==> src/hdl/complex_rect_polar_convert_assert.svh <==
// Assertion macros for the rectangular/polar converter.
`ifndef COMPLEX_RECT_POLAR_CONVERT_ASSERT_SVH
`define COMPLEX_RECT_POLAR_CONVERT_ASSERT_SVH
`ifndef SYNTH
`define CRPC_ASSERT_IMP(lbl, ante, cons) \
  lbl: assert property (@(posedge clk_i) disable iff (!rst_ni) (ante) |-> (cons)) \
    else $error("crpc assertion failed");
`define CRPC_ASSERT_NXT(lbl, ante, cons) \
  lbl: assert property (@(posedge clk_i) disable iff (!rst_ni) (ante) |=> (cons)) \
    else $error("crpc assertion failed");
`else
`define CRPC_ASSERT_IMP(lbl, ante, cons)
`define CRPC_ASSERT_NXT(lbl, ante, cons)
`endif
`endif

==> src/hdl/crpc_pkg.sv <==
// Shared types, constants and arctangent table for the converter.
package crpc_pkg;

  localparam int unsigned CORDIC_STAGES = 16;
  localparam int unsigned TABLE_LEN     = 24;
  localparam int unsigned N_CELLS       = (CORDIC_STAGES < TABLE_LEN) ? CORDIC_STAGES
                                                                      : TABLE_LEN;
  localparam int unsigned IDXW       = 5;
  localparam int unsigned XW         = 34;
  localparam int unsigned ZW         = 28;
  localparam int unsigned GW         = 31;
  localparam int unsigned PW         = XW + GW;
  localparam int unsigned GUARD      = 14;
  localparam int unsigned ANG_UP     = 11;
  localparam int unsigned PROD_SHIFT = 44;

  localparam int PI_Q13      = 25736;
  localparam int TWO_PI_Q13  = 51472;
  localparam int PI_Q24      = 52707179;
  localparam int HALF_PI_Q24 = 26353589;
  localparam int Q88_MAX     = 32767;
  localparam int Q88_MIN     = -32768;

  localparam logic signed [GW-1:0] INV_GAIN = 31'sd652032874;

  typedef enum logic [1:0] {
    KIND_PASS,
    KIND_VECT,
    KIND_ROT
  } crpc_kind_e;

  typedef struct packed {
    logic               stored_form;
    logic               req_type;
    logic signed [15:0] first_value;
    logic signed [15:0] second_value;
  } crpc_in_t;

  typedef struct packed {
    logic signed [15:0] out_first;
    logic signed [15:0] out_second;
    logic               saturated;
  } crpc_out_t;

  typedef struct packed {
    crpc_kind_e           kind;
    logic signed [XW-1:0] x;
    logic signed [XW-1:0] y;
    logic signed [ZW-1:0] z;
  } crpc_vec_t;

  // round(atan(2^-i) * 2^24)
  function automatic logic signed [ZW-1:0] crpc_atan(input logic [IDXW-1:0] idx);
    logic signed [ZW-1:0] v;
    unique case (idx)
      5'd0:    v = 28'sd13176795;
      5'd1:    v = 28'sd7778716;
      5'd2:    v = 28'sd4110060;
      5'd3:    v = 28'sd2086331;
      5'd4:    v = 28'sd1047214;
      5'd5:    v = 28'sd524117;
      5'd6:    v = 28'sd262123;
      5'd7:    v = 28'sd131069;
      5'd8:    v = 28'sd65536;
      5'd9:    v = 28'sd32768;
      5'd10:   v = 28'sd16384;
      5'd11:   v = 28'sd8192;
      5'd12:   v = 28'sd4096;
      5'd13:   v = 28'sd2048;
      5'd14:   v = 28'sd1024;
      5'd15:   v = 28'sd512;
      5'd16:   v = 28'sd256;
      5'd17:   v = 28'sd128;
      5'd18:   v = 28'sd64;
      5'd19:   v = 28'sd32;
      5'd20:   v = 28'sd16;
      5'd21:   v = 28'sd8;
      5'd22:   v = 28'sd4;
      5'd23:   v = 28'sd2;
      default: v = '0;
    endcase
    return v;
  endfunction

endpackage

==> src/hdl/crpc_cell.sv <==
// One CORDIC micro-rotation cell with its own register stage.
module crpc_cell (
  input  logic                      clk_i,
  input  logic                      rst_ni,
  input  logic [crpc_pkg::IDXW-1:0] stage_i,
  input  logic                      in_valid_i,
  output logic                      in_ready_o,
  input  crpc_pkg::crpc_vec_t       in_data_i,
  output logic                      out_valid_o,
  input  logic                      out_ready_i,
  output crpc_pkg::crpc_vec_t       out_data_o
);
  import crpc_pkg::*;

  logic                 valid_q;
  crpc_vec_t            data_q, data_d;
  logic signed [XW-1:0] xs, ys, dx, dy;
  logic signed [ZW-1:0] zs, da;

  assign xs = in_data_i.x;
  assign ys = in_data_i.y;
  assign zs = in_data_i.z;
  assign dx = ys >>> stage_i;
  assign dy = xs >>> stage_i;
  assign da = crpc_atan(stage_i);

  always_comb begin
    data_d = in_data_i;
    case (in_data_i.kind)
      KIND_VECT: begin
        if (ys > 0) begin
          data_d.x = xs + dx;
          data_d.y = ys - dy;
          data_d.z = zs + da;
        end else begin
          data_d.x = xs - dx;
          data_d.y = ys + dy;
          data_d.z = zs - da;
        end
      end
      KIND_ROT: begin
        if (zs >= 0) begin
          data_d.x = xs - dx;
          data_d.y = ys + dy;
          data_d.z = zs - da;
        end else begin
          data_d.x = xs + dx;
          data_d.y = ys - dy;
          data_d.z = zs + da;
        end
      end
      default: ;
    endcase
  end

  assign in_ready_o  = !valid_q || out_ready_i;
  assign out_valid_o = valid_q;
  assign out_data_o  = data_q;

  always_ff @(posedge clk_i or negedge rst_ni) begin
    if (!rst_ni) begin
      valid_q <= 1'b0;
    end else if (in_ready_o) begin
      valid_q <= in_valid_i;
    end
  end

  always_ff @(posedge clk_i) begin
    if (in_ready_o && in_valid_i) begin
      data_q <= data_d;
    end
  end

endmodule

==> config.mk <==
export PLATFORM = sky130hd
export DESIGN_NAME = crpc_cell
export DESIGN_NICKNAME = d
export VERILOG_FILES = /design/src/hdl/complex_rect_polar_convert_assert.svh /design/src/hdl/crpc_pkg.sv /design/src/hdl/crpc_cell.sv
export SDC_FILE = /design/constraint.sdc
export NUM_CORES = 1
export LEC_CHECK = 0
export BUFFER_PORTS_ARGS = -buffer_cell sky130_fd_sc_hd__buf_2
export CAP_MARGIN = 0
export CORE_AREA = 5 5 187 234
export DETAILED_ROUTE_END_ITERATION = 16
export DIE_AREA = 0 0 192 239
export PLACE_DENSITY_LB_ADDON = 0.12
export SLEW_MARGIN = 15
export SYNTH_ARGS = -nofsm -noshare
export SYNTH_HDL_FRONTEND = slang
export SYNTH_SLANG_ARGS = --single-unit
==> constraint.sdc <==
create_clock -name clk_i -period 7.6 [get_ports clk_i]
set_clock_uncertainty 0.1 [all_clocks]
set_input_delay 1.14 -clock clk_i [delete_from_list [all_inputs] [get_ports clk_i]]
set_output_delay 1.14 -clock clk_i [all_outputs]
set_load 0.005 [all_outputs]
Word-level counts from Yosys, hierarchy flattened
Memory sizes are Yosys's and may differ from the RTL's.
Cells that the tools add are included.
{"block": "classes", "add_sub_neg": 6, "magnitude_cmp": 2, "eq_ne": 2, "shifts": 2, "mux": 3, "reduce_logical": 3}
{"op": "96-bit 2-to-1 mux", "n": 2}
{"op": "96-bit case mux with 2 select lines", "n": 1}
{"op": "34-bit adder", "n": 2}
{"op": "34-bit by 5-bit >>> shifter with 34-bit output", "n": 2}
{"op": "34-bit subtractor", "n": 2}
{"op": "34-bit by 1-bit greater-than comparator with 1-bit output (second input constant)", "n": 1}
{"op": "28-bit adder", "n": 1}
{"op": "28-bit by 1-bit >= comparator with 1-bit output (second input constant)", "n": 1}
{"op": "28-bit subtractor", "n": 1}
{"op": "2-bit by 1-bit equality test with 1-bit output (second input constant)", "n": 1}
{"op": "2-bit equality test (second input constant)", "n": 1}
{"op": "1-bit logical AND", "n": 1}
{"op": "1-bit zero test", "n": 1}
{"op": "1-bit logical OR", "n": 1}
{"block": "word_totals", "regBits": 99, "mem_bits_ro": 768, "inputBits": 107, "elab_cells": 24, "mem_count": 1}
{"name": "(name not given)", "words": 32, "word_bits": 24, "rd": 1, "rd_ports_with_merged_regs": 0, "wr": 0, "line_no": "crpc_pkg.sv:55", "rtl": "unique case (idx)"}

Logic depth before layout (Yosys ltp)
{"block": "depth", "depth_word": 4, "ltp_mapped": 24, "ltp_nobuf": 22}

Least setup slack after synthesis
OpenSTA, ideal clock, no wires.
{"block": "synth_path", "path_kind": "input to register", "start": "input stage_i[0] (netlist bit)", "end": "register data_q, in the netlist out_data_o[24] (data pin)", "t_arrival_ns": 5.970, "required_ns": 7.230, "setup_slack_ns": 1.260, "cell_stages": 21, "n_path_buf": 4, "cell_sequence": "clkbuf_1 > buf_1 > inv_1 > clkbuf_1 > clkbuf_1 > ha_1 > nor2b_1 > a2111oi_0 > ha_1 > inv_1 > fa_1 > nor2b_1 > o21a_1 > o21ai_0 > a21oi_1 > a211oi_1 > o41ai_2 > nand2_1 > o31a_1 > a221oi_1 > a21oi_1"}
{"item": "from (decl)", "line_no": "crpc_cell.sv:5", "rtl": "input logic [crpc_pkg::IDXW-1:0] stage_i,"}
{"item": "to (signal assigned)", "line_no": "crpc_cell.sv:70", "rtl": "data_q <= data_d;"}
{"item": "to (decl)", "line_no": "crpc_cell.sv:16", "rtl": "crpc_vec_t data_q, data_d;"}

==> results.toml <==
[outcome]
status = "finished clean"

[power]
power_switching_uw = 1470
cellLeakagePower_uw = 0.00900
power_density_nw_per_um2 = 152
clkPwrFrac_pct = 16.9
ir_drop_uv = 118
swShare_pct = 47.3
combinationalPowerShare_pct = 60.7
p_int_uw = 1630
pwr-share-seq_pct = 22.4

[synthesis]
yosysTopAreaCell = "edfxtp_1"
synth_nets = 2852
synth_xor_area_share_pct = 2.44
synth_adder_area_share_pct = 13.6
synthDistinctLibCells = 102
synthFlopType = "edfxtp_1"
synthCells = 2545
synth_top_family_by_area = "compound AO/OA/AOI/OAI gates"
synth_top_cell_area_share_pct = 15.8
synthTopCellsByArea = "edfxtp_1 (16%), ha_1 (13%), nand2_1 (6.6%), a21oi_1 (5.5%), o21ai_0 (5.3%)"
ys_seq_area_share_pct = 15.9
synthArstFlopShare_pct = 1.01
synth_compound_area_share_pct = 32.3
yosys.area_share.simple_pct = 19.5
yosysWarnings = 0
synth-edff-count = 98
synth.area.mux_share_pct = 8.59
avgSynthCellArea_um2 = 7.34
synth_area_um2 = 18700
synth-seq-cells = 99

[floorplanning]
fp.dieW_um = 192
start_util_pct = 45.0
io_pins = 207
die_area_um2 = 45900
std_cell_rows = 84
core_area_um2 = 41500
fp.dieH_um = 239

[worst_setup_path]
path_max_fanout = 54
r2r-start = "out_valid_o$_DFFE_PN0N_"
startpoint_type = "primary input"
arrival_ns = 6.60
path_buf_inv = 2
worstPathCellList = "buf_4, buf_4, mux4_2, nand2_1, nand2_1, o21ai_0, nor2_1, nor2_1, ha_1, a21o_1, a2111oi_4, a21oi_2, o21ai_1, o211ai_1, a211o_1, a311o_1, a21oi_2, xnor2_1, nor3_2, a221o_1"
crit_family = "compound AO/OA/AOI/OAI gates"
critPathMaxStageDelay_ns = 0.58
slowest_stage = "mux4_2"
crit_type = "primary input to register"
setup.worst_path.start = "stage_i[0]"
end_kind = "register"
worstPathRequired_ns = 7.66

[sta]
min_period_over_period_pct = 86.0
fmax_mhz = 153
rsz0062_at_grt = "no"
setup_viol = 0
worst_slew_pin_slew_ns = 1.10
finalSetupTns_ns = 0
relSlewSlack_pct = 26.6
setup_ws_ns = 1.06
maxSlewViolCount = 0
hold_viol = 0
fin_crit_ns = 6.54

[worst_hold_path]
worstHoldPathType = "primary input to asynchronous set/reset pin"

[drt]
routed_wirelength_um = 75000
num_vias = 20200
drt-pass1-iter-count = 6
viasPerCell = 6.32
dr.first_iter.drc_count = 1787
wl_per_cell_um = 23.5
final_antenna_net_count = 0
drc = 0

[clock_tree]
clk_latency_ns = 0.40
cts_resized = 0
clockBufferDepth = 2
htreeDepth = 3
postCtsHoldBufs = 0
postCtsSetupBuffers = 0
cts_root_buffer = "clkbuf_16"
clock_sinks = 99
clkTransAtPathRegs_ns = 0.08
numCtsBuffers = 9
cts_tree = "done"

[layout]
drive_above_1_share_pct = 14.3
final_cell_mix = "nand2_1 (330), nor2_1 (251), a21oi_1 (207), buf_2 (204), o21ai_0 (199)"
finalNetCount = 2928
syn2layout_area_growth_pct = 8.81
final_common_cell = "nand2_1"

[grt]
grt_max_degree = 78
gr-usage-all-layers_pct = 31.7
grt_pass1_wl_um = 114000
overflow = 0
grt_pass1_vias = 19600
antenna_found_initial = 3

[placed_design]
gp_congestion = 1.01
io_buffers = 206
place_ws_ns = 0.752
place_hpwl_um = 57700

[run]
drv_cap = 0
==> path summary, 6_finish.rpt <==
path | to | cells past startpoint | slack, ns
worst max-delay path | out_data_o[58]$_DFFE_PP_ | 20 | 1.06
worst min-delay path | out_valid_o$_DFFE_PN0N_ | 1 | 0.40
worst max register to register | out_data_o[61]$_DFFE_PP_ | 3 | 5.26
worst min register to register | out_valid_o$_DFFE_PN0N_ | 2 | 0.43
max in group asynchronous | out_valid_o$_DFFE_PN0N_ | 1 | 6.92
min in group clk_i | out_valid_o$_DFFE_PN0N_ | 2 | 0.43
==> per-layer routing <==
| metal | global-route usage, % | vias up | part of all wire, % |
|---|---|---|---|
| li1 | - | 9429 | - |
| met4 | 15.5 | 2 | 5.0 |
| met1 | 39.9 | 9620 | 40 |
| met3 | 3.68 | 182 | 6.9 |
| met2 | 53.9 | 917 | 48 |
| met5 | 0 | - | 0.0093 |
==> logic make-up after synthesis <==
logic type      Yosys count
mux                     118
buf+inv                 364
simple gates            827
fa+ha+maj               200
flops                    99
xor+xnor                 52
compound gates          885
==> power by group through the flow <==
stage                     registers, µW  clock network [µW]  logic (µW)
after floorplan                     714                   0        1290
after global placement              706                   0        1840
after detailed placement            707                   0        1840
after CTS                           695                 538        1850
after global routing                699                 548        2050
final                               694                 522        1880
==> state kept, by name, indices dropped and copies added, names as in the netlist <==
signal and count:
out_data_o 98, out_valid_o 1
==> cells in the mapped netlist, types with 14 or more instances <==
library cell,count
a211oi_1,24
a21o_1,52
a21oi_1,207
a221o_1,39
a221oi_1,20
a31oi_1,19
buf_1,26
buf_2,24
clkbuf_1,120
edfxtp_1,98
ha_1,194
inv_1,183
mux2_2,18
mux2i_1,68
mux4_2,32
nand2_1,331
nand2b_1,28
nand3_1,45
nor2_1,253
nor2b_1,26
nor3_1,49
nor4_1,18
o211ai_1,28
o21a_1,48
o21ai_0,199
o21ai_1,16
o21bai_1,41
o221ai_1,28
o22ai_1,19
o31ai_1,14
xnor2_1,40
==> per-stage QoR <==
stage	util (%)	area, µm²	total power (µW)	hold WS (ns)	instances
6_report	49.0	20300	3100	0.397	3187
3_5_place_dp	48.2	20000	2550	0.420	3169
5_1_grt	49.0	20300	3300	0.387	3186
4_1_cts	49.0	20300	3090	0.373	3185
2_1_floorplan	-	18700	2000	0.437	2545
3_3_place_gp	48.2	20000	2540	0.411	3169
==> area by class of cell <==
type,instances,area (µm²)
Antenna cell,2,5.00
Clock buffer,11,243
Clock inverter,5,60.1
Fill cell,4189,21200
Inverter,190,713
Multi-Input combinational cell,2082,14300
Sequential cell,99,2970
Tap cell,559,699
Timing Repair Buffer,239,1310
No activity file was read; power rests on OpenSTA's default activity.
