<file path="config.mk">
export PLATFORM = sky130hd
export DESIGN_NAME = crpc_post
export DESIGN_NICKNAME = d
export VERILOG_FILES = /design/src/hdl/complex_rect_polar_convert_assert.svh /design/src/hdl/crpc_pkg.sv /design/src/hdl/crpc_post.sv
export SDC_FILE = /design/constraint.sdc
export NUM_CORES = 2
export LEC_CHECK = 0
export ABC_AREA = 1
export BUFFER_PORTS_ARGS = -buffer_cell sky130_fd_sc_hd__buf_2
export CAP_MARGIN = 20
export CELL_PAD_IN_SITES_DETAIL_PLACEMENT = 0
export CELL_PAD_IN_SITES_GLOBAL_PLACEMENT = 1
export CORE_MARGIN = 2
export CORE_UTILIZATION = 52
export CTS_CLUSTER_DIAMETER = 60
export DETAILED_ROUTE_END_ITERATION = 6
export PLACE_DENSITY_LB_ADDON = 0.15
export SETUP_SLACK_MARGIN = 0.4
export SLEW_MARGIN = 25
export SYNTH_ARGS = -nofsm -noshare
export SYNTH_HDL_FRONTEND = slang
export SYNTH_SLANG_ARGS = --single-unit
export TNS_END_PERCENT = 30
</file>
<file path="constraint.sdc">
create_clock -name clk_i -period 4.25 [get_ports clk_i]
set_clock_uncertainty 0.2 [all_clocks]
set_input_delay 0.85 -clock clk_i [delete_from_list [all_inputs] [get_ports clk_i]]
set_output_delay 0.85 -clock clk_i [all_outputs]
set_load 0.02 [all_outputs]
</file>
<file path="src/hdl/complex_rect_polar_convert_assert.svh">
// Assertion macros for the rectangular/polar converter.
`ifndef COMPLEX_RECT_POLAR_CONVERT_ASSERT_SVH
`define COMPLEX_RECT_POLAR_CONVERT_ASSERT_SVH
`ifndef SYNTH
`define CRPC_ASSERT_IMP(lbl, ante, cons) \
  lbl: assert property (@(posedge clk_i) disable iff (!rst_ni) (ante) |-> (cons)) \
    else $error("crpc assertion failed");
`define CRPC_ASSERT_NXT(lbl, ante, cons) \
  lbl: assert property (@(posedge clk_i) disable iff (!rst_ni) (ante) |=> (cons)) \
    else $error("crpc assertion failed");
`else
`define CRPC_ASSERT_IMP(lbl, ante, cons)
`define CRPC_ASSERT_NXT(lbl, ante, cons)
`endif
`endif

</file>
<file path="src/hdl/crpc_pkg.sv">
// Shared types, constants and arctangent table for the converter.
package crpc_pkg;

  localparam int unsigned CORDIC_STAGES = 16;
  localparam int unsigned TABLE_LEN     = 24;
  localparam int unsigned N_CELLS       = (CORDIC_STAGES < TABLE_LEN) ? CORDIC_STAGES
                                                                      : TABLE_LEN;
  localparam int unsigned IDXW       = 5;
  localparam int unsigned XW         = 34;
  localparam int unsigned ZW         = 28;
  localparam int unsigned GW         = 31;
  localparam int unsigned PW         = XW + GW;
  localparam int unsigned GUARD      = 14;
  localparam int unsigned ANG_UP     = 11;
  localparam int unsigned PROD_SHIFT = 44;

  localparam int PI_Q13      = 25736;
  localparam int TWO_PI_Q13  = 51472;
  localparam int PI_Q24      = 52707179;
  localparam int HALF_PI_Q24 = 26353589;
  localparam int Q88_MAX     = 32767;
  localparam int Q88_MIN     = -32768;

  localparam logic signed [GW-1:0] INV_GAIN = 31'sd652032874;

  typedef enum logic [1:0] {
    KIND_PASS,
    KIND_VECT,
    KIND_ROT
  } crpc_kind_e;

  typedef struct packed {
    logic               stored_form;
    logic               req_type;
    logic signed [15:0] first_value;
    logic signed [15:0] second_value;
  } crpc_in_t;

  typedef struct packed {
    logic signed [15:0] out_first;
    logic signed [15:0] out_second;
    logic               saturated;
  } crpc_out_t;

  typedef struct packed {
    crpc_kind_e           kind;
    logic signed [XW-1:0] x;
    logic signed [XW-1:0] y;
    logic signed [ZW-1:0] z;
  } crpc_vec_t;

  // round(atan(2^-i) * 2^24)
  function automatic logic signed [ZW-1:0] crpc_atan(input logic [IDXW-1:0] idx);
    logic signed [ZW-1:0] v;
    unique case (idx)
      5'd0:    v = 28'sd13176795;
      5'd1:    v = 28'sd7778716;
      5'd2:    v = 28'sd4110060;
      5'd3:    v = 28'sd2086331;
      5'd4:    v = 28'sd1047214;
      5'd5:    v = 28'sd524117;
      5'd6:    v = 28'sd262123;
      5'd7:    v = 28'sd131069;
      5'd8:    v = 28'sd65536;
      5'd9:    v = 28'sd32768;
      5'd10:   v = 28'sd16384;
      5'd11:   v = 28'sd8192;
      5'd12:   v = 28'sd4096;
      5'd13:   v = 28'sd2048;
      5'd14:   v = 28'sd1024;
      5'd15:   v = 28'sd512;
      5'd16:   v = 28'sd256;
      5'd17:   v = 28'sd128;
      5'd18:   v = 28'sd64;
      5'd19:   v = 28'sd32;
      5'd20:   v = 28'sd16;
      5'd21:   v = 28'sd8;
      5'd22:   v = 28'sd4;
      5'd23:   v = 28'sd2;
      default: v = '0;
    endcase
    return v;
  endfunction

endpackage

</file>
<file path="src/hdl/crpc_post.sv">
// Output stages: gain correction multiply, then rounding, clamping and the output register.
module crpc_post (
  input  logic                clk_i,
  input  logic                rst_ni,
  input  logic                in_valid_i,
  output logic                in_ready_o,
  input  crpc_pkg::crpc_vec_t in_data_i,
  output logic                out_valid_o,
  input  logic                out_ready_i,
  output crpc_pkg::crpc_out_t out_data_o
);
  import crpc_pkg::*;

  localparam int unsigned QW = PW - PROD_SHIFT + 1;
  localparam int unsigned AW = ZW - ANG_UP + 1;

  typedef struct packed {
    crpc_kind_e           kind;
    logic signed [PW-1:0] px;
    logic signed [PW-1:0] py;
    logic signed [15:0]   raw_first;
    logic signed [15:0]   raw_second;
    logic signed [ZW-1:0] z;
  } crpc_prod_t;

  function automatic logic [16:0] sat_q88(input logic signed [QW-1:0] q);
    logic [16:0] r;
    if (q > QW'(Q88_MAX)) begin
      r = {1'b1, 16'sd32767};
    end else if (q < QW'(Q88_MIN)) begin
      r = {1'b1, -16'sd32768};
    end else begin
      r = {1'b0, q[15:0]};
    end
    return r;
  endfunction

  logic                 valid_a_q, ready_a;
  crpc_prod_t           prod_q, prod_d;
  logic                 valid_q;
  crpc_out_t            res_q, res_d;
  logic signed [XW-1:0] xs, ys;
  logic signed [PW:0]   rx, ry;
  logic signed [QW-1:0] qx, qy;
  logic signed [ZW:0]   za;
  logic signed [AW-1:0] ar;
  logic [16:0]          sx, sy;

  assign xs = in_data_i.x;
  assign ys = in_data_i.y;

  always_comb begin
    prod_d.kind       = in_data_i.kind;
    prod_d.px         = PW'(xs) * PW'(INV_GAIN);
    prod_d.py         = PW'(ys) * PW'(INV_GAIN);
    prod_d.raw_first  = xs[15:0];
    prod_d.raw_second = ys[15:0];
    prod_d.z          = in_data_i.z;
  end

  // half-up rounding of the products and the angle
  assign rx = (PW+1)'(prod_q.px) + ((PW+1)'(1) <<< (PROD_SHIFT-1));
  assign ry = (PW+1)'(prod_q.py) + ((PW+1)'(1) <<< (PROD_SHIFT-1));
  assign qx = rx[PW:PROD_SHIFT];
  assign qy = ry[PW:PROD_SHIFT];
  assign za = (ZW+1)'(prod_q.z) + (ZW+1)'(1 << (ANG_UP-1));
  assign ar = za[ZW:ANG_UP];
  assign sx = sat_q88(qx);
  assign sy = sat_q88(qy);

  always_comb begin
    res_d.out_first  = prod_q.raw_first;
    res_d.out_second = prod_q.raw_second;
    res_d.saturated  = 1'b0;
    case (prod_q.kind)
      KIND_VECT: begin
        res_d.out_first = sx[15:0];
        res_d.saturated = sx[16];
        if (ar > AW'(PI_Q13)) begin
          res_d.out_second = 16'(PI_Q13);
        end else if (ar < -AW'(PI_Q13)) begin
          res_d.out_second = -16'(PI_Q13);
        end else begin
          res_d.out_second = ar[15:0];
        end
      end
      KIND_ROT: begin
        res_d.out_first  = sx[15:0];
        res_d.out_second = sy[15:0];
        res_d.saturated  = sx[16] | sy[16];
      end
      default: ;
    endcase
  end

  assign ready_a     = !valid_q || out_ready_i;
  assign in_ready_o  = !valid_a_q || ready_a;
  assign out_valid_o = valid_q;
  assign out_data_o  = res_q;

  always_ff @(posedge clk_i or negedge rst_ni) begin
    if (!rst_ni) begin
      valid_a_q <= 1'b0;
      valid_q   <= 1'b0;
    end else begin
      if (in_ready_o) begin
        valid_a_q <= in_valid_i;
      end
      if (ready_a) begin
        valid_q <= valid_a_q;
      end
    end
  end

  always_ff @(posedge clk_i) begin
    if (in_ready_o && in_valid_i) begin
      prod_q <= prod_d;
    end
    if (ready_a && valid_a_q) begin
      res_q <= res_d;
    end
  end

endmodule
</file>
After elaboration in Yosys (flattened, before gate mapping)
Index checks and enable logic that the tools add are counted.
W data, S select, Z words.
- $add $sub $neg: 3
- multiply operators: 2
- bitwise logic cells: 1
- equality and inequality tests: 2
- mux-type cells: 7
- reduce and logical (&&, ||, !) cells: 6
- magnitude comparators: 6
- operators with widths (cell ; number):
    $add A65 B45 Y66 const B ; 2
    $mul A34 B30 Y64 const B ; 2
    $mux W17 ; 4
    $pmux W33 S2 ; 1
    $gt A22 B16 Y1 const B ; 2
    $lt A22 B16 Y1 const B ; 2
    $mux W16 ; 2
    $add A28 B12 Y29 const B ; 1
    $gt A18 B16 Y1 const B ; 1
    $lt A18 B16 Y1 const B ; 1
    $eq A2 B1 Y1 const B ; 1
    $eq A2 B2 Y1 const B ; 1
    $logic_and A1 B1 Y1 ; 2
    $logic_not A1 Y1 ; 2
    $logic_or A1 B1 Y1 ; 2
    $or A1 B1 Y1 ; 1
- flip-flop bits (word level): 225
- output and inout port bits: 35

Longest topological paths before layout
- depth in word-level cells: 6
- mapped depth: 30

Least setup slack after synthesis
Ideal clock, no wire load.
- path kind: input to register
- start: input port in_data_i[46] (netlist bit)
- end: register prod_q[120] (netlist bit), data pin
- setup time: 0.260 ns
- arrival time: 6.327 ns
- cell stages on the path: 25
- required time: 3.790 ns
- buffers on the path: 0
- slack: -2.536 ns
- path through: ha_1 -> inv_1 -> fa_1 -> inv_1 -> fa_1 -> inv_1 -> fa_1 -> inv_1 -> fa_1 -> fa_1 -> fa_1 -> inv_1 -> fa_1 -> inv_1 -> ha_1 -> nand2_1 -> nor2_1 -> inv_1 -> nor2_1 -> inv_1 -> nor4_1 -> a21oi_1 -> o21ai_0 -> a21oi_1 -> xnor2_1
- RTL lines (item ; RTL line ; source):
    from (decl) ; crpc_post.sv:7 ; input crpc_pkg::crpc_vec_t in_data_i,
    to (signal assigned) ; crpc_post.sv:117 ; prod_q <= prod_d;
    to (decl) ; crpc_post.sv:39 ; crpc_prod_t prod_q, prod_d;

==> summary.txt <==
Floorplan
  • Number of I/O pins: between 100 and 150
  • Initial Util: 0.525
  • Die Span Y: 306 um
  • Core region area: approximately 90,000 um^2
  • Chip Width: 306 um
  • Die Area: 93,300 um^2
  • Cell Rows: 110

Synthesis
  • Synth area leaders: fa_1 (44%), ha_1 (16%), inv_1 (15%)
  • Yosys warnings: 0
  • Post-synth ARST share: 0.0153
  • Sequential area share after synthesis: 0.0830
  • Syn_area_per_cell: 9.03 um^2
  • Area leader, netlist: fa_1
  • EDFF count, synth: 129
  • Post-Syn Area: approximately 47,000 um^2
  • #FFs+latches synth: 131
  • Synth cell types: 55
  • Synth top area share: 0.442
  • Syn nets: 6,987
  • Predominant post-synthesis flop cell: edfxtp_1
  • Syn Inst Count: 5,233

Global routing
  • Antenna violations before repair: 6
  • Tot GR Track Use: 0.349
  • Global route total overflow: 0
  • Via count of the first global-routing pass: 40,800
  • First-pass GRT wire length: 242,000 um
  • Largest net degree at the start of global routing: 61

Timing
  • Worst-margin pin slew: 0.994 ns
  • Final slew viol count: 0
  • Number of setup violations in the final report: 44
  • Final hold violation count: 0
  • PnR worst setup slack: -2.72 ns
  • RSZ-0062 raised after global routing: yes
  • Max transition margin: 0.337
  • F_max: 144 MHz
  • Final period util: 1.64
  • Post-route minimum period: roughly 7 ns

Detailed routing
  • DR vias/cell: ~5
  • Routed WL per cell: 20.8 um
  • Via count: 38,100
  • Final wirelength: 157,000 um
  • First-pass DRT Iterations: 6
  • Post-route ant nets: 0
  • Initial DRC count: just under 3,000
  • DRC: 0

Placed design
  • DP Wirelength: 143,000 um
  • Pre-CTS setup slack: -3.76 ns
  • PortBufs: 126
  • GPL Wtd Cong: 1.00

CTS
  • Worst skew pair latency: 0.46 ns
  • Clk buf depth: 2
  • Root Buffer: clkbuf_16
  • Clock sink count: 131
  • Clk slew on worst S/H paths: 0.08 ns
  • CTS buffer count: 17
  • CTS tree: done
  • CTS H-tree lvls: 4

Worst setup path
  • CP endpoint kind: register
  • Startpoint Class: input pin
  • Buffers and inverters on the worst path: 8
  • R2r startpoint: prod_q[168]$_DFFE_PP_
  • CP Data Required Time: approximately 4.3 ns
  • FF-to-FF End: out_data_o[28]$_DFFE_PP_
  • Cell family with most CP delay: adder cells
  • CP Depth: 27
  • CP max-delay cell: fa_2
  • Critical path arrival: roughly 7.0 ns
  • R2r worst-path depth: 11
  • Worst Path Max Fanout: 4
  • Max incr delay on CP: 0.61 ns
  • Reg2reg setup slack: 1.14 ns
  • Setup CP Type: in -> reg

Run status
  • Status: complete, but fails checks
  • Failing checks: setup timing

Min path
  • Hold path cells: 2
  • Hold EP: out_data_o[2]$_DFFE_PP_
  • Hold Path Origin: prod_q[29]$_DFFE_PP_
  • Min-Delay Path Class: reg -> reg

Finish
  • # fillers: 7,378
  • Share of cells above drive strength 1: 0.290
  • Core Util, Final: 0.682
  • Area delta synth->final: 29.9%
  • Antenna cells: 0
  • Layout Nets: between 8,000 and 9,000

Flow run
  • Max-Cap Viols: 0
-- cell usage in the layout (no fill, tap or decap), types with 14 or more instances in the layout --
cell / n
nand3_1: 118
inv_2: 122
nor3_1: 25
ha_4: 116
inv_1: 1702
buf_12: 18
fa_2: 94
o21ai_1: 32
xor2_1: 56
nor2_1: 215
fa_1: 951
a21oi_4: 20
nand4_1: 27
nand2_2: 47
nand2_4: 28
a21oi_2: 51
buf_2: 84
clkbuf_16: 17
nor2_2: 47
a21oi_1: 80
o21ai_2: 19
o21ai_0: 58
ha_1: 489
o21bai_1: 14
nand2_1: 499
nor2_4: 26
xnor2_1: 33
edfxtp_1: 129
buf_6: 44
a21o_1: 26
a31oi_1: 20
buf_4: 965
-- state kept, by name, indices dropped and copies added, names as in the netlist --
| name | count |
|---|---|
| out_data_o | 33 |
| out_valid_o | 1 |
| prod_q | 96 |
| valid_a_q | 1 |
-- metrics by stage --
stage,std cells,hold slack (ns),cell area (um^2),setup TNS (ns)
3_3_place_gp,7422,0.302,57500,-142.45
4_1_cts,7519,0.316,60200,-109.17
3_5_place_dp,7423,0.307,57500,-143.61
5_1_grt,7548,0.346,61400,-118.87
6_report,7548,0.317,61400,-112.12
2_1_floorplan,5233,0.247,48600,-95.06
-- routing by layer --
| layer | vias to the layer above | global-route usage | part of all wire |
|---|---|---|---|
| li1 | 17600 | - | - |
| met1 | 19100 | 0.539 | 0.47 |
| met2 | 1311 | 0.512 | 0.43 |
| met3 | 129 | 0.0691 | 0.087 |
| met4 | 2 | 0.0621 | 0.018 |
| met5 | - | 0 | 0.000057 |
-- worst register-to-register path, delay by kind of cell (launching register included) --
kind | cells | cell delay [ns]
AND/OR/NAND/NOR | 7 | 1.30
flip-flops | 1 | 0.49
AO/OA/AOI/OAI | 1 | 0.38
adder cells (fa/ha/maj) | 1 | 0.32
buffers and inverters | 1 | 0.17
XOR/XNOR | 1 | 0.10
-- synthesized netlist by cell type (6+ instances only) --
library cell     n
ha_1           607
o211ai_1         6
edfxtp_1       129
nand4_1         27
nand2_1        554
a21oi_1        147
nand2_2         15
nand3_1        130
nor2_1         279
nand3b_1         8
o21bai_1        17
fa_1          1045
a31oi_1         33
or2_2            8
o21a_1          11
a21boi_0         7
nor3_1          36
clkbuf_1         7
inv_2            6
xnor2_1         38
inv_1         1845
xor2_1          64
o21ai_0        110
a21o_1          26
nor4_1           9
-- worst max-delay path by stage --
stage | from | end | slack (ns)
after floorplan | in_data_i[38] | prod_q[120]$_DFFE_PP_ | -2.38
after global placement | in_data_i[76] | prod_q[187]$_DFFE_PP_ | -3.74
after detailed placement | in_data_i[77] | prod_q[187]$_DFFE_PP_ | -3.76
after CTS | in_data_i[41] | prod_q[115]$_DFFE_PP_ | -2.66
after global routing | in_data_i[76] | prod_q[176]$_DFFE_PP_ | -2.85
final | in_data_i[46] | prod_q[123]$_DFFE_PP_ | -2.72
-- cell families after synthesis --
family,count (synthesis),synth area share
buffers and inverters,1870,0.149
adder cells (fa/ha/maj),1652,0.603
XOR/XNOR,102,0.0189
flip-flops,131,0.0830
AND/OR/NAND/NOR,1097,0.0990
AO/OA/AOI/OAI,381,0.0466
-- what timing repair did --
item / in CTS / in global routing
endpoints found under the hold margin: 2 / 0
cloned: 0 / 0
hold buffers: 1 / 0
resized for setup: 407 / 261
pin swaps: 213 / 149
endpoints found under the setup margin: 44 / 44
setup buffers: 63 / 29
-- final cells by class --
class,count,area [um^2],area share
clock inverter,15,183,0.00298
tap,1176,1470,0.0240
sequential,131,3920,0.0639
timing repair buffer,1123,8710,0.142
clock buffer,17,425,0.00693
multi-input combinational,3232,39600,0.645
inverter,1854,7050,0.115
Power is left out: the tool's default activity adds up to more than one toggle a clock period on the data nets, which glitch-free logic cannot reach.
