`src/hdl/complex_rect_polar_convert_assert.svh`:
```
// Assertion macros for the rectangular/polar converter.
`ifndef COMPLEX_RECT_POLAR_CONVERT_ASSERT_SVH
`define COMPLEX_RECT_POLAR_CONVERT_ASSERT_SVH
`ifndef SYNTH
`define CRPC_ASSERT_IMP(lbl, ante, cons) \
  lbl: assert property (@(posedge clk_i) disable iff (!rst_ni) (ante) |-> (cons)) \
    else $error("crpc assertion failed");
`define CRPC_ASSERT_NXT(lbl, ante, cons) \
  lbl: assert property (@(posedge clk_i) disable iff (!rst_ni) (ante) |=> (cons)) \
    else $error("crpc assertion failed");
`else
`define CRPC_ASSERT_IMP(lbl, ante, cons)
`define CRPC_ASSERT_NXT(lbl, ante, cons)
`endif
`endif

```
`src/hdl/crpc_pkg.sv`:
```
// Shared types, constants and arctangent table for the converter.
package crpc_pkg;

  localparam int unsigned CORDIC_STAGES = 16;
  localparam int unsigned TABLE_LEN     = 24;
  localparam int unsigned N_CELLS       = (CORDIC_STAGES < TABLE_LEN) ? CORDIC_STAGES
                                                                      : TABLE_LEN;
  localparam int unsigned IDXW       = 5;
  localparam int unsigned XW         = 34;
  localparam int unsigned ZW         = 28;
  localparam int unsigned GW         = 31;
  localparam int unsigned PW         = XW + GW;
  localparam int unsigned GUARD      = 14;
  localparam int unsigned ANG_UP     = 11;
  localparam int unsigned PROD_SHIFT = 44;

  localparam int PI_Q13      = 25736;
  localparam int TWO_PI_Q13  = 51472;
  localparam int PI_Q24      = 52707179;
  localparam int HALF_PI_Q24 = 26353589;
  localparam int Q88_MAX     = 32767;
  localparam int Q88_MIN     = -32768;

  localparam logic signed [GW-1:0] INV_GAIN = 31'sd652032874;

  typedef enum logic [1:0] {
    KIND_PASS,
    KIND_VECT,
    KIND_ROT
  } crpc_kind_e;

  typedef struct packed {
    logic               stored_form;
    logic               req_type;
    logic signed [15:0] first_value;
    logic signed [15:0] second_value;
  } crpc_in_t;

  typedef struct packed {
    logic signed [15:0] out_first;
    logic signed [15:0] out_second;
    logic               saturated;
  } crpc_out_t;

  typedef struct packed {
    crpc_kind_e           kind;
    logic signed [XW-1:0] x;
    logic signed [XW-1:0] y;
    logic signed [ZW-1:0] z;
  } crpc_vec_t;

  // round(atan(2^-i) * 2^24)
  function automatic logic signed [ZW-1:0] crpc_atan(input logic [IDXW-1:0] idx);
    logic signed [ZW-1:0] v;
    unique case (idx)
      5'd0:    v = 28'sd13176795;
      5'd1:    v = 28'sd7778716;
      5'd2:    v = 28'sd4110060;
      5'd3:    v = 28'sd2086331;
      5'd4:    v = 28'sd1047214;
      5'd5:    v = 28'sd524117;
      5'd6:    v = 28'sd262123;
      5'd7:    v = 28'sd131069;
      5'd8:    v = 28'sd65536;
      5'd9:    v = 28'sd32768;
      5'd10:   v = 28'sd16384;
      5'd11:   v = 28'sd8192;
      5'd12:   v = 28'sd4096;
      5'd13:   v = 28'sd2048;
      5'd14:   v = 28'sd1024;
      5'd15:   v = 28'sd512;
      5'd16:   v = 28'sd256;
      5'd17:   v = 28'sd128;
      5'd18:   v = 28'sd64;
      5'd19:   v = 28'sd32;
      5'd20:   v = 28'sd16;
      5'd21:   v = 28'sd8;
      5'd22:   v = 28'sd4;
      5'd23:   v = 28'sd2;
      default: v = '0;
    endcase
    return v;
  endfunction

endpackage

```
`src/hdl/crpc_pre.sv`:
```
// Input stage: picks the conversion, wraps the angle and sets up the CORDIC vector.
module crpc_pre (
  input  logic               clk_i,
  input  logic               rst_ni,
  input  logic               in_valid_i,
  output logic               in_ready_o,
  input  crpc_pkg::crpc_in_t in_data_i,
  output logic               out_valid_o,
  input  logic               out_ready_i,
  output crpc_pkg::crpc_vec_t out_data_o
);
  import crpc_pkg::*;

  logic                 valid_q;
  crpc_vec_t            data_q, data_d;
  logic signed [15:0]   a, b;
  logic signed [XW-1:0] ax, bx;
  logic signed [16:0]   ang;
  logic signed [ZW-1:0] zr;

  assign a  = in_data_i.first_value;
  assign b  = in_data_i.second_value;
  assign ax = {{(XW-16-GUARD){a[15]}}, a, {GUARD{1'b0}}};
  assign bx = {{(XW-16-GUARD){b[15]}}, b, {GUARD{1'b0}}};

  always_comb begin
    ang = 17'(b);
    if (ang > 17'(PI_Q13)) begin
      ang = ang - 17'(TWO_PI_Q13);
    end
    if (ang < -17'(PI_Q13)) begin
      ang = ang + 17'(TWO_PI_Q13);
    end
    zr = {{(ZW-17-ANG_UP){ang[16]}}, ang, {ANG_UP{1'b0}}};
  end

  always_comb begin
    data_d.kind = KIND_PASS;
    data_d.x    = XW'(a);
    data_d.y    = XW'(b);
    data_d.z    = '0;
    if (in_data_i.stored_form != in_data_i.req_type) begin
      if (!in_data_i.stored_form) begin
        if (a == 16'sd0 && b == 16'sd0) begin
          data_d.x = '0;
          data_d.y = '0;
        end else begin
          data_d.kind = KIND_VECT;
          data_d.x    = ax;
          data_d.y    = bx;
          if (a < 16'sd0) begin
            data_d.x = -ax;
            data_d.y = -bx;
            data_d.z = (b >= 16'sd0) ? ZW'(PI_Q24) : -ZW'(PI_Q24);
          end
        end
      end else begin
        data_d.kind = KIND_ROT;
        data_d.x    = ax;
        data_d.y    = '0;
        data_d.z    = zr;
        if (zr > ZW'(HALF_PI_Q24)) begin
          data_d.z = zr - ZW'(PI_Q24);
          data_d.x = -ax;
        end else if (zr < -ZW'(HALF_PI_Q24)) begin
          data_d.z = zr + ZW'(PI_Q24);
          data_d.x = -ax;
        end
      end
    end
  end

  assign in_ready_o  = !valid_q || out_ready_i;
  assign out_valid_o = valid_q;
  assign out_data_o  = data_q;

  always_ff @(posedge clk_i or negedge rst_ni) begin
    if (!rst_ni) begin
      valid_q <= 1'b0;
    end else if (in_ready_o) begin
      valid_q <= in_valid_i;
    end
  end

  always_ff @(posedge clk_i) begin
    if (in_ready_o && in_valid_i) begin
      data_q <= data_d;
    end
  end

endmodule

```
`config.mk`:
```
export PLATFORM = sky130hd
export DESIGN_NAME = crpc_pre
export DESIGN_NICKNAME = d
export VERILOG_FILES = /design/src/hdl/complex_rect_polar_convert_assert.svh /design/src/hdl/crpc_pkg.sv /design/src/hdl/crpc_pre.sv
export SDC_FILE = /design/constraint.sdc
export NUM_CORES = 1
export LEC_CHECK = 0
export BUFFER_PORTS_ARGS = -buffer_cell sky130_fd_sc_hd__buf_4
export CORE_ASPECT_RATIO = 0.6
export CORE_UTILIZATION = 51
export DETAILED_ROUTE_END_ITERATION = 16
export GPL_TIMING_DRIVEN = 0
export PLACE_DENSITY = 0.78
export SLEW_MARGIN = 10
export SYNTH_ARGS = -nofsm -noshare
export SYNTH_HDL_FRONTEND = slang
export SYNTH_SLANG_ARGS = --single-unit
```
`constraint.sdc`:
```
create_clock -name clk_i -period 3.2 [get_ports clk_i]
set_input_delay 0.32 -clock clk_i [delete_from_list [all_inputs] [get_ports clk_i]]
set_output_delay 0.32 -clock clk_i [all_outputs]
set_load 0.005 [all_outputs]
```
# After elaboration in Yosys (flattened, before gate mapping)
# Index checks and enable logic that the tools add are counted.
# totals
regBits	99
input_bits	38
# op_classes
mux	13
bitwise_logic	1
add_sub_neg	6
n_reduce_logical	7
order_cmp	6
eq_ne	1
# ops
op	n
$mux 96	2
$mux 28	4
$mux 98	1
$mux 34	2
$mux 68	1
$neg 30->34	2
$mux 17	2
$logic_not 16->1	2
$add 28x27->28 const B	1
$gt 28x26->1 const B	1
$lt 28x26->1 const B	1
$sub 28x27->28 const B	1
$add 17x17->17 const B	1
$lt 17x16->1 const B	1
$sub 16x17->17 const B	1
$ge 16x1->1 const B	1
$gt 16x16->1 const B	1
$lt 16x1->1 const B	1
$logic_and 1x1->1	2
$reduce_or 2->1	1
$logic_not 1->1	1
$logic_or 1x1->1	1
$mux 1	1
$ne 1x1->1	1
$not 1->1	1

# Longest topological paths before layout
# depth
word_depth	9
ltp_mapped	24
mapped_depth_nobuf	20

# Worst setup path before layout
# Ideal clock, no wire load.
# synth_path
path_kind	input port to flip-flop
from	input in_data_i[4] (netlist name)
to	register data_q (netlist bit out_data_o[16]), data pin
setup_time_ns	0.265
slack_ns	-2.082
cell_stages	22
arrival_time_ns	5.017
path_cell_list	clkbuf_1 -> inv_1 -> ha_1 -> buf_2 -> or4b_4 -> o31ai_2 -> nor2_1 -> xnor2_1 -> inv_1 -> ha_1 -> and3_1 -> or3b_2 -> o31ai_1 -> mux2i_1 -> a21oi_1 -> nor3_1 -> xor2_1 -> nand3b_1 -> o211ai_2 -> nand2_2 -> o311a_1 -> or3_1
# synth_via
elab_chain_len	8
word_cells_on_any_way	19
# synth_lines
item	line_no	text
start, declared	crpc_pre.sv:7	input crpc_pkg::crpc_in_t in_data_i,
$sub 16x17->17 or $gt 16x16->1 (tied branches)	crpc_pre.sv:29, crpc_pre.sv:28	
$mux 17	crpc_pre.sv:28	if (ang > 17'(PI_Q13)) begin
$add 17x17->17 or $lt 17x16->1 (tied branches)	crpc_pre.sv:32, crpc_pre.sv:31	
$mux 17	crpc_pre.sv:31	if (ang < -17'(PI_Q13)) begin
$add 28x27->28 or $lt 28x26->1 (tied branches)	crpc_pre.sv:66, crpc_pre.sv:65	
$mux 28	crpc_pre.sv:65	end else if (zr < -ZW'(HALF_PI_Q24)) begin
$mux 28	crpc_pre.sv:62	if (zr > ZW'(HALF_PI_Q24)) begin
$mux 98 (*)	crpc_pre.sv:43	if (!in_data_i.stored_form) begin
end signal, assigned	crpc_pre.sv:87	data_q <= data_d;
end, declared	crpc_pre.sv:15	crpc_vec_t data_q, data_d;
# Every way passes the cells marked *; elsewhere a longest branch is shown, timed or not.
# A chain may end at the register's enable or synchronous reset.

==> impl_results.rst <==
.. list-table::
   :header-rows: 1

   * - Metric
     - Value
   * - Reg2reg end
     - out_data_o[20]
   * - Cell Area, Placed
     - between 8000 and 9000 sq um
   * - Dominant cells by area after synthesis
     - edfxtp_1, nand2_1, xnor2_1
   * - Total power after layout
     - ~3.8 mW
   * - Number of DRC markers in iteration 0
     - 1075
   * - Transition time of the tightest slew-check pin
     - 0.759 ns
   * - Routed wire per std cell
     - about 23 um
   * - Cell area after synthesis
     - 6680 sq um
   * - Detailed Route WL
     - 25400 um
   * - Final count of hold timing violations
     - 0
   * - Slew margin rel.
     - 0.490
   * - Highest-utilization routing layer at the global route stage
     - met1
   * - Root Buffer
     - clkbuf_16
   * - Data required, critical path
     - around 3.3 ns
   * - GRT Residual Overflow
     - 0
   * - Synth Net Count
     - about 780
   * - Reg2reg path depth
     - 3
   * - Fin area
     - about 9400 sq um
   * - Overall track demand over capacity in global routing
     - 0.368
   * - Endpoint, Worst Hold
     - out_valid_o
   * - Number of nets in the layout
     - 984
   * - Max Cap Viol
     - 0
   * - Post-DRT Antenna Nets
     - 0
   * - Violated checks
     - negative setup slack
   * - Average via count per standard cell
     - 6.67
   * - Filler instances
     - approximately 840
   * - Maximum clock skew at final layout
     - about 0.012 ns
   * - Area enclosed by the die boundary
     - ~14000 sq um
   * - Clock edge transition at the registers on the reported setup and hold paths
     - approximately 0.08 ns
   * - DR vias
     - approximately 7400
   * - Count of buffers inserted at the top-level ports
     - roughly 130
   * - Launch point of the critical path
     - in_data_i[4]
   * - Met3 track utilization from global routing
     - 0.101
   * - Height of the die
     - 90.7 um
   * - Weighted congestion reported at the end of routability-driven placement
     - between 0.9 and 1
   * - Fraction of layout instances using a drive strength above 1
     - 0.361
   * - Worst min path class
     - in2reg
   * - First-pass GRT wire length
     - about 38000 um
   * - Max VDD drop
     - around 0.00028 V
   * - Element type at the critical path start
     - input pin
   * - Ranking of synthesized cells by instance count
     - edfxtp_1, nand2_1, nor2_1
   * - Cell type with the highest aggregate area in the netlist
     - edfxtp_1
   * - Number of register bits inferred by synthesis
     - between 90 and 100
   * - Later-pin clock latency in the skew report
     - about 0.36 ns
   * - Share of flip-flops with an asynchronous set or reset after synthesis
     - 0.0110
   * - M1 GR Usage
     - 0.555
   * - Run status
     - finished with violations
   * - GRT met2 Usage
     - 0.501
   * - Final critical-path setup slack
     - -1.32 ns
   * - Area grow syn2layout
     - 41.2%
   * - Type of the worst setup path
     - in2reg
   * - Count of inserted antenna diode cells
     - 0
   * - Placeable Area
     - 12400 sq um
   * - Number of buffers created by CTS
     - 9
   * - Distinct cell type count of the synthesized netlist
     - 78
   * - Sink count of the clock tree
     - 91
   * - Critical path endpoint category
     - flip-flop
   * - Width of the die
     - ~150 um
   * - Vias in the first global route
     - 6727
   * - Final period demand of the worst path
     - about 4.5 ns
   * - Largest net degree at the start of global routing
     - 69
   * - Initial antenna violation count
     - 0
   * - Area occupied by multi-input gates
     - between 4000 and 5000 sq um
   * - Final TNS setup
     - -46.57 ns
   * - Number of levels in the clock H-tree
     - 3
   * - Placed wire-length estimate after detailed placement
     - around 17000 um
   * - Most common cell in the synthesized netlist
     - edfxtp_1
   * - Number of design rule violations left after detail routing
     - 0
   * - Launch instance of the worst min-delay path
     - in_valid_i
   * - Prevailing post-synth register cell
     - edfxtp_1
   * - Footprint of the flip-flops and latches
     - 2730 sq um
   * - Total of endpoints with negative setup slack in the final report
     - 39
   * - Detailed-router iteration count before antenna repair
     - 6
   * - Count of flip-flops with a built-in enable after synthesis
     - 90
   * - Clock tree from TritonCTS
     - built
   * - Data arrival at the endpoint of the critical path
     - around 4.6 ns
   * - Sequential-to-total area share from yosys stat
     - 0.408
   * - Origin of the critical flop-to-flop path
     - out_valid_o
   * - Count of yosys warnings during synthesis
     - 0
   * - Worst Hold Path Cells
     - 2
   * - Worst slack after detailed placement
     - -2.44 ns
   * - Initial core utilization
     - 0.538
   * - RSZ-0062 raised after global routing
     - true
   * - Pwr Density
     - about 410 nW/um^2
   * - Highest fanout seen on the critical path
     - 10
   * - Mapped Cells
     - roughly 730
   * - R2R setup slack
     - between 1.5 and 2 ns
   * - Maximum frequency from static timing analysis
     - between 200 and 250 MHz
   * - Leakage
     - around 3.7 nW
   * - I/O pin cnt
     - 138
   * - Clock Tree Buf Depth
     - 2
   * - Max-slew violation total from the final report
     - 0
   * - Share of the synthesized area in the top cell type
     - 0.405
   * - Mean Syn Cell Area
     - between 9 and 10 sq um
   * - Period utilisation layout
     - 1.41
   * - Floorplan row count
     - 31
==> per-stage QoR <==
stage	utilization	std cells	hold WS (ns)
floorplan	-	732	0.0244
global placement	0.644	1022	0.0950
detailed placement	0.646	1023	0.0958
CTS	0.738	1088	0.164
global route	0.760	1104	0.166
finish	0.760	1104	0.158
==> state kept, by name, indices dropped and copies added (netlist names) <==
name,cells
out_data_o,90
out_valid_o,1
==> worst max-delay path, cell delays in order <==
cell and delay [ns]:
buf_8 0.10, clkbuf_16 0.15, inv_12 0.06, ha_4 0.14, or4b_4 0.48, o31ai_4 0.26, nor2_4 0.12, xnor2_4 0.17
inv_2 0.06, ha_4 0.16, and3_4 0.18, or3b_4 0.38, o31ai_4 0.08, mux2i_4 0.12, a21oi_2 0.19, nor3_2 0.09
xor2_2 0.17, nand3b_1 0.25, o211ai_4 0.30, nand2_2 0.15, clkbuf_8 0.21, a21o_1 0.17, a221o_1 0.26
==> logic make-up (layout without fill, tap and decap cells) <==
group / after synthesis / in the layout / share of synthesized area
AO/OA/AOI/OAI: 202 / 202 / 0.213
buffers and inverters: 85 / 292 / 0.0596
flip-flops: 91 / 91 / 0.408
AND/OR/NAND/NOR: 285 / 285 / 0.218
XOR/XNOR: 43 / 43 / 0.0575
adder cells (fa/ha/maj): 12 / 12 / 0.0225
multiplexers: 14 / 14 / 0.0212
==> area by class of cell <==
type / count / area share
plain buffers: 64 / 0.0426
clock buffers: 9 / 0.0239
clock inverters: 7 / 0.00809
inverters: 18 / 0.00928
multi-input cells: 556 / 0.438
flip-flops and latches: 91 / 0.289
well taps: 165 / 0.0219
repair buffers: 194 / 0.167
==> worst max path at each step <==
| stage | cells past startpoint | end |
|---|---|---|
| after CTS | 23 | out_data_o[87] |
| after floorplan | 24 | out_data_o[79] |
| final | 23 | out_data_o[88] |
| after global placement | 25 | out_data_o[79] |
| after global routing | 24 | out_data_o[77] |
| after detailed placement | 25 | out_data_o[86] |
==> what timing repair did <==
item / in CTS / in global routing
buffers inserted: 47 / 18
pin swaps: 37 / 20
resized for setup: 95 / 39
hold endpoints to repair: 1 / 0
hold buffers: 1 / 0
cloned: 3 / 0
endpoints found under the setup margin: 60 / 54
==> layout by cell type (no fill, tap or decap), types with 13 or more instances in the layout <==
cell type and count:
o211ai_1 16, a31oi_1 13, nor4_1 17, buf_4 185, o21ai_0 33, nand3_1 18, xnor2_1 20, a21oi_1 30
nor2_1 43, nand2_1 76, nor3_1 27, buf_6 19, and2_1 24, clkbuf_1 33, edfxtp_1 90
==> metal layers <==
layer  vias to the layer above  share of wire
met3                        80           0.14
met1                      3504           0.42
met2                       617           0.41
met4                         0          0.025
met5                         -              0
li1                       3163              -
==> where the power goes <==
group          switching, mW  leakage, nW  internal, mW
combinational          0.715         2.63         0.558
sequential            0.0307        0.889          1.44
clock                  0.540        0.148         0.555
total                   1.29         3.67          2.55
Power figures use the tool's default switching activity.
